--- config.mk ---
export PLATFORM = sky130hd
export DESIGN_NAME = vse_classify
export DESIGN_NICKNAME = d
export VERILOG_FILES = /design/src/rtl/core/vse_pkg.sv /design/src/rtl/core/vse_classify.sv
export SDC_FILE = /design/constraint.sdc
export NUM_CORES = 1
export LEC_CHECK = 0
export BUFFER_PORTS_ARGS = -buffer_cell sky130_fd_sc_hd__buf_2
export CAP_MARGIN = 25
export CORE_MARGIN = 2
export CORE_UTILIZATION = 43
export DETAILED_ROUTE_END_ITERATION = 7
export GPL_TIMING_DRIVEN = 0
export MAX_ROUTING_LAYER = met4
export PLACE_DENSITY = 0.81
export SETUP_SLACK_MARGIN = 0.15
export SLEW_MARGIN = 20
export SYNTH_ARGS = -nofsm -noshare
export SYNTH_HDL_FRONTEND = slang
export SYNTH_SLANG_ARGS = --single-unit
export TNS_END_PERCENT = 20
--- constraint.sdc ---
create_clock -name vclk -period 5.4
set_input_delay 0.54 -clock vclk [all_inputs]
set_output_delay 0.54 -clock vclk [all_outputs]
set_load 0.03 [all_outputs]
--- src/rtl/core/vse_pkg.sv ---
// Shared constants, types and small arithmetic helpers of the voxel surface normal encoder.
// Used by the channel interfaces, the gather and classify stages and the top.
`default_nettype none

package vse_pkg;

	localparam int MAX_WIDTH  = 64;
	localparam int MAX_HEIGHT = 64;
	localparam int MAX_DEPTH  = 64;

	localparam int COORD_W  = 6;
	localparam int DIM_W    = 7;
	localparam int COLUMN_W = 64;
	localparam int COLOR_W  = 32;
	localparam int MAT_W    = 8;
	localparam int ENC_W    = 30;
	localparam int NORMAL_W = 5;
	localparam int CUBE_W   = 27;

	// Columns are split over 3x3 banks by (x mod 3, y mod 3).
	localparam int BANK_COLS  = (MAX_WIDTH + 2) / 3;
	localparam int BANK_ROWS  = (MAX_HEIGHT + 2) / 3;
	localparam int BANK_DEPTH = BANK_COLS * BANK_ROWS;
	localparam int BANK_AW    = $clog2(BANK_DEPTH);
	localparam int QUOT_W     = 5;

	localparam logic [NORMAL_W-1:0] NORMAL_EMISSIVE = 5'd27;

	localparam logic MODE_LOAD  = 1'b0;
	localparam logic MODE_QUERY = 1'b1;

	typedef enum logic [1:0] {
		CFG_MODEL_WIDTH   = 2'd0,
		CFG_MODEL_HEIGHT  = 2'd1,
		CFG_MODEL_DEPTH   = 2'd2,
		CFG_EMISSIVE_CODE = 2'd3
	} cfg_index_t;

	typedef struct packed {
		logic [CUBE_W-1:0]  cube;   // bit 9*k+3*j+i is cell (x+i-1, y+j-1, z+k-1)
		logic [COORD_W-1:0] z;
		logic [COLOR_W-1:0] color;
	} cube_t;

	typedef struct packed {
		logic                hit;
		logic [ENC_W-1:0]    encoded_color;
		logic [NORMAL_W-1:0] normal_code;
	} result_t;

	// Quotient by 3 of a 6-bit value through the reciprocal 43/128.
	function automatic logic [QUOT_W-1:0] div3_f(input logic [COORD_W-1:0] v);
		logic [11:0] p;
		p = 12'(v) * 12'd43;
		return p[11:7];
	endfunction

	function automatic logic [1:0] mod3_f(input logic [COORD_W-1:0] v);
		logic [QUOT_W-1:0] q;
		logic [COORD_W-1:0] r;
		q = div3_f(v);
		r = v - COORD_W'(q) * COORD_W'(3);
		return r[1:0];
	endfunction

	// Reduce a value 0..6 mod 3.
	function automatic logic [1:0] wrap3_f(input logic [2:0] s);
		logic [2:0] r;
		if (s >= 3'd6) begin
			r = s - 3'd6;
		end else if (s >= 3'd3) begin
			r = s - 3'd3;
		end else begin
			r = s;
		end
		return r[1:0];
	endfunction

	function automatic logic [DIM_W-1:0] dim_clamp_f(input logic [DIM_W-1:0] v, input int maxv);
		logic [DIM_W-1:0] r;
		if (v == '0) begin
			r = DIM_W'(1);
		end else if (v > DIM_W'(maxv)) begin
			r = DIM_W'(maxv);
		end else begin
			r = v;
		end
		return r;
	endfunction

	function automatic logic [BANK_AW-1:0] bank_addr_f(input logic [QUOT_W-1:0] qy,
			input logic [QUOT_W-1:0] qx);
		return BANK_AW'(BANK_AW'(qy) * BANK_AW'(BANK_COLS) + BANK_AW'(qx));
	endfunction

endpackage

`default_nettype wire

--- src/rtl/core/vse_classify.sv ---
// Surface test, color packing and quantized normal from a 3x3x3 occupancy neighborhood.
// Depends on vse_pkg.
`default_nettype none

module vse_classify (
	input  wire vse_pkg::cube_t               nbhd,
	input  wire logic [vse_pkg::DIM_W-1:0]    d_eff,
	input  wire logic [vse_pkg::MAT_W-1:0]    emissive_code,
	output vse_pkg::result_t                  res
);

	logic       center, surface;
	logic [3:0] cnt_lo [3];
	logic [3:0] cnt_hi [3];
	logic [1:0] axis [3];
	logic [4:0] code;

	always_comb begin
		for (int a = 0; a < 3; a++) begin
			cnt_lo[a] = '0;
			cnt_hi[a] = '0;
		end
		for (int k = 0; k < 3; k++) begin
			for (int j = 0; j < 3; j++) begin
				for (int i = 0; i < 3; i++) begin
					if (i == 0) cnt_lo[0] = cnt_lo[0] + 4'(nbhd.cube[9*k + 3*j + i]);
					if (i == 2) cnt_hi[0] = cnt_hi[0] + 4'(nbhd.cube[9*k + 3*j + i]);
					if (j == 0) cnt_lo[1] = cnt_lo[1] + 4'(nbhd.cube[9*k + 3*j + i]);
					if (j == 2) cnt_hi[1] = cnt_hi[1] + 4'(nbhd.cube[9*k + 3*j + i]);
					if (k == 0) cnt_lo[2] = cnt_lo[2] + 4'(nbhd.cube[9*k + 3*j + i]);
					if (k == 2) cnt_hi[2] = cnt_hi[2] + 4'(nbhd.cube[9*k + 3*j + i]);
				end
			end
		end
		// Solid cells on the low side push the normal toward positive.
		for (int a = 0; a < 3; a++) begin
			if (cnt_lo[a] > cnt_hi[a]) begin
				axis[a] = 2'd2;
			end else if (cnt_lo[a] == cnt_hi[a]) begin
				axis[a] = 2'd1;
			end else begin
				axis[a] = 2'd0;
			end
		end
		code = 5'(axis[0]) + 5'(axis[1]) * 5'd3 + 5'(axis[2]) * 5'd9;

		center  = nbhd.cube[13];
		surface = (nbhd.z == '0)
			|| (vse_pkg::DIM_W'(nbhd.z) == d_eff - vse_pkg::DIM_W'(1))
			|| !nbhd.cube[12] || !nbhd.cube[14]
			|| !nbhd.cube[10] || !nbhd.cube[16]
			|| !nbhd.cube[4]  || !nbhd.cube[22];

		res.hit = center && surface;
		res.encoded_color = {nbhd.z, nbhd.color[7:0], nbhd.color[15:8], nbhd.color[23:16]};
		if (nbhd.color[31:24] == emissive_code) begin
			res.normal_code = vse_pkg::NORMAL_EMISSIVE;
		end else begin
			res.normal_code = code;
		end
	end

endmodule

`default_nettype wire

==> results of run 1 <==
[cells by family after synthesis]
group	Yosys count
buf+inv	90
fa+ha+maj	61
simple gates	42
compound gates	27
xor+xnor	23
mux	2
[layout make-up]
cell class         count  share of cell area (%)
inverters             59                   7.860
plain buffers         31                   8.126
repair buffers        94                   17.36
multi-input cells    155                   63.68
well taps             67                   2.975
[critical path: cells and delay by family]
family	cells	cell delay, ns
AO/OA/AOI/OAI	4	0.51
adder cells (fa/ha/maj)	8	3.45
AND/OR/NAND/NOR	4	0.45
buffers and inverters	5	0.46
multiplexers	1	0.06
[power breakdown]
part           total [mW]  internal [mW]  switching, mW  leakage, nW
clock network           0              0              0            0
registers               0              0              0            0
logic                1.54          0.723          0.819         1.54
total                1.54          0.723          0.819         1.54
[worst max-delay path by stage]
stage	slack, ns	end	from
4_1_cts	-0.65	res[4]	nbhd[40]
6_report	-0.61	res[4]	nbhd[38]
3_3_place_gp	-0.68	res[1]	nbhd[38]
3_5_place_dp	-0.77	res[4]	nbhd[44]
5_1_grt	-0.79	res[4]	nbhd[38]
2_1_floorplan	-0.25	res[4]	nbhd[38]
[layer usage]
metal,GRT usage (%),routed length [um]
met1,21.40,1876
met2,34.23,2568
met3,0.8230,345
met4,1.212,0
met5,-,0
[per-stage QoR]
| step | hold WS (ns) | instance area, sq um | std cells | setup slack [ns] | utilization [%] |
|---|---|---|---|---|---|
| after floorplan | 1.212 | 2125 | 245 | -0.2460 | - |
| after global placement | 1.331 | 2669 | 404 | -0.6801 | 56.50 |
| after detailed placement | 1.330 | 2669 | 404 | -0.7729 | 56.50 |
| after CTS | 1.330 | 2733 | 406 | -0.6529 | 57.85 |
| after global routing | 1.336 | 2818 | 406 | -0.7887 | 59.66 |
| final | 1.330 | 2818 | 406 | -0.6143 | 59.66 |
[synthesized netlist by cell type, drive strengths merged, types with 2 or more instances]
cell	instances	share of area, %
xnor2	13	5.4
or4	2	0.71
nor3	3	1.3
buf	30	11
or2	2	0.60
ha	30	18
xor2	10	4.2
fa	31	30
nand2	4	0.71
mux2i	2	0.95
nor2	6	1.1
nor2b	13	4.2
a31oi	4	1.2
a21oi	9	2.1
inv	59	11
o21ai	7	1.7
nand4	6	1.8
[timing repair]
item | in CTS | in global routing
setup endpoints to repair | 4 | 5
buffers inserted | 2 | 0
resized for setup | 15 | 17
cloned | 0 | 0
pin swaps | 2 | 2
==> impl_metrics.toml, run 1 <==
[run_status]
outcome = "finished, violations left"
violations = "negative setup slack"

[finish]
multiInputGateArea_sq_um = 1794
seq_cells = 0
nClkBuffers = 0
regArea_sq_um = 0
layout_commonest_cell = "buf_2"
syn_to_final_growth_pct = 34.13
final_nets = 482
fill_cells = 415
final_cell_mix = "buf_2, inv_1, buf_4"
drive_gt1_share_pct = 46.02
antenna_cells = 0

[logic_synthesis]
ys_types = 33
syn_nets = 386
synthMuxAreaShare_pct = 0.9529
synthesis.instances = 245
synth_compound_area_share_pct = 8.219
synth.avg_cell_area_sq_um = 8.575
synth_warnings = 0
synth-simple-area-share_pct = 12.39
synth_top_family_by_area = "adder cells"
syn_area_sq_um = 2101
synth_xor_area_share_pct = 9.589
ys_seq_area_share_pct = 0
synth_fa_ha_area_share_pct = 47.41

[critical_path]
crit_top_cell = "fa_1"
cp_slowest_cell = "fa_1"
path_class = "in2out"
cp-start-kind = "input pin"
worstPathCellList = "buf_2, fa_1, inv_1, fa_1, fa_1, fa_2, inv_2, fa_1, ha_4, nor2b_4, o211ai_1, nand2_1, nand2_2, fa_1, inv_1, a21oi_2, a31oi_2, fa_2, a31oi_4, nor2b_4, mux2i_4, buf_4"
cpPeakStageDelay_ns = 0.54
critPathRequiredTime_ns = 4.86
cp-end-kind = "output port"
crit_arrival_ns = 5.47
crit_fanout = 2

[timing]
maxSlewViolCount = 0
fmax_mhz = 166.3
setup_viol = 4
rsz0062_at_grt = "true"
setup_ws_ns = -0.6143
worstMarginPinSlew_ns = 0.4628
hold_viol_final = 0
fin_crit_sh_pct = 111.4
relSlewSlack_pct = 69.03
final.min_clock_period_ns = 6.014
setup-tns-final_ns = -2.109

[global_route]
grt_first_pass_wirelength_mm = 7.534
antenna_found_initial = 0
grt_max_degree = 8
grt_usage_pct = 17.87
overflow = 0
grt_pass1_vias = 1813

[floorplanning]
die_y_um = 73.90
die_area_sq_um = 5460
row_count = 25
initial_core_util_pct = 44.48
die_x_um = 73.90
io_pins = 116
core_sq_um = 4723

[power_and_ir_drop]
ir_drop_uv = 893.9
power.leakage_nw = 1.540
total_power_mw = 1.541
p_per_area_nw_per_um2 = 547.0

[route]
drtAntennaViolNets = 0
drt_iter0_drc = 40
vias = 1853
drtPass1Iterations = 4
wl_mm = 4.790
vias_per_cell = 4.564
post_drt_wl_per_cell_um = 11.80
drc = 0

[place]
numPortBuffers = 92
routabilityCongestion = 0.8708
dpl.hpwl_mm = 4.355

[run]
maxCapViolations = 0

[worst_hold_path]
hp-class = "in2out"
whs_endpoint = "res[25]"
hp-start = "nbhd[4]"
hold_depth = 2

[clocking]
holdBufCountCts = 0
No activity file was read; power rests on OpenSTA's default activity.
==> run 2, diff against run 1 <==
- CORE_UTILIZATION: 43 -> 45
- clock period: 5.4 -> 5.6 ns (I/O delays scaled with it)
==> impl_metrics.toml, run 2 (same netlist as run 1, synthesis figures left out) <==
[finish]
final_nets = 482
layout_commonest_cell = "buf_2"
regArea_sq_um = 0
antenna_cells = 0
multiInputGateArea_sq_um = 1733
fill_cells = 396
drive_gt1_share_pct = 43.36
nClkBuffers = 0
final_cell_mix = "buf_2, inv_1, buf_4"
seq_cells = 0
syn_to_final_growth_pct = 30.97

[critical_path]
crit_fanout = 2
critPathRequiredTime_ns = 5.04
crit_arrival_ns = 5.57
cp-start-kind = "input pin"
path_class = "in2out"
cp-end-kind = "output port"

[worst_hold_path]
hp-class = "in2out"

[floorplanning]
initial_core_util_pct = 47.59
io_pins = 116
die_y_um = 72.33
core_sq_um = 4414
die_x_um = 72.33
die_area_sq_um = 5231
row_count = 24

[timing]
fin_crit_sh_pct = 109.5
setup-tns-final_ns = -1.920
rsz0062_at_grt = "true"
worstMarginPinSlew_ns = 0.5621
maxSlewViolCount = 0
relSlewSlack_pct = 62.39
setup_viol = 4
setup_ws_ns = -0.5299
hold_viol_final = 0
fmax_mhz = 163.1
final.min_clock_period_ns = 6.130
fin_hold_ws_ns = 1.370

[global_route]
overflow = 0
grt_first_pass_wirelength_mm = 7.458
antenna_found_initial = 0
grt_pass1_vias = 1732
grt_max_degree = 8
grt_usage_pct = 18.15

[run_status]
outcome = "finished, violations left"
violations = "negative setup slack"

[power_and_ir_drop]
power.leakage_nw = 1.537
p_per_area_nw_per_um2 = 498.3
total_power_mw = 1.371
ir_drop_uv = 831.1

[place]
dpl.hpwl_mm = 4.196
numPortBuffers = 92
post-place-ws_ns = -0.6793
routabilityCongestion = 0.9265

[route]
vias = 1818
drtAntennaViolNets = 0
vias_per_cell = 4.650
drt_iter0_drc = 29
post_drt_wl_per_cell_um = 11.75
drc = 0
wl_mm = 4.596
drtPass1Iterations = 4

[run]
maxCapViolations = 0
run 2: cell types whose count changed in the layout (fill, tap and decap cells not counted), moves of 2 or more:
cell,change
ha_1,+3
ha_4,-3
fa_1,+2
fa_2,-2
inv_1,+2
inv_2,-2
run 2: critical path: stages:
cell	delay [ns]
buf_8	0.10
fa_1	0.56
inv_1	0.06
fa_1	0.50
fa_1	0.43
fa_2	0.35
inv_2	0.07
fa_1	0.44
ha_1	0.31
nor2b_1	0.13
o211ai_1	0.12
nand2_1	0.10
nand2_2	0.07
fa_1	0.51
inv_1	0.06
a21oi_2	0.18
a31oi_4	0.06
fa_2	0.39
a31oi_4	0.19
nor2b_4	0.18
mux2i_4	0.07
buf_6	0.14
run 2: worst paths after layout:
path     start  endpoint  slack [ns]  cells after the start
min   nbhd[20]    res[9]        1.37                      2
max   nbhd[38]    res[4]       -0.53                     22
run 2: final cells by class:
| class | instances | share of cell area [%] |
|---|---|---|
| inverters | 59 | 8.049 |
| multi-input cells | 155 | 62.98 |
| well taps | 52 | 2.365 |
| plain buffers | 31 | 8.322 |
| repair buffers | 94 | 18.28 |
run 2: power by group:
part           switching [mW]  internal (mW)  total (mW)
clock                       0              0           0
combinational           0.751          0.620        1.37
sequential                  0              0           0
run 2: per-layer routing:
metal / vias up / share of wire (%) / track usage (%) / wire, um
li1: 935 / - / - / -
met1: 820 / 40 / 22.87 / 1853
met2: 63 / 54 / 34.45 / 2460
met3: 0 / 6.1 / 0.4167 / 282
met4: 0 / 0 / 0 / 0
met5: - / 0 / - / 0
run 2: through the flow:
stage,instance area [sq um],cells,utilization [%]
6_report,2751,391,62.33
5_1_grt,2751,391,62.33
4_1_cts,2714,391,61.48
3_5_place_dp,2650,389,60.03
3_3_place_gp,2650,389,60.03
2_1_floorplan,2125,245,-
run 2: repair_timing:
item	CTS	global route
gates resized for setup	17	7
endpoints found under the setup margin	4	4
hold buffers	0	0
hold endpoints to repair	0	0
buffers inserted	2	0
cloned	0	0
pin swaps	4	3
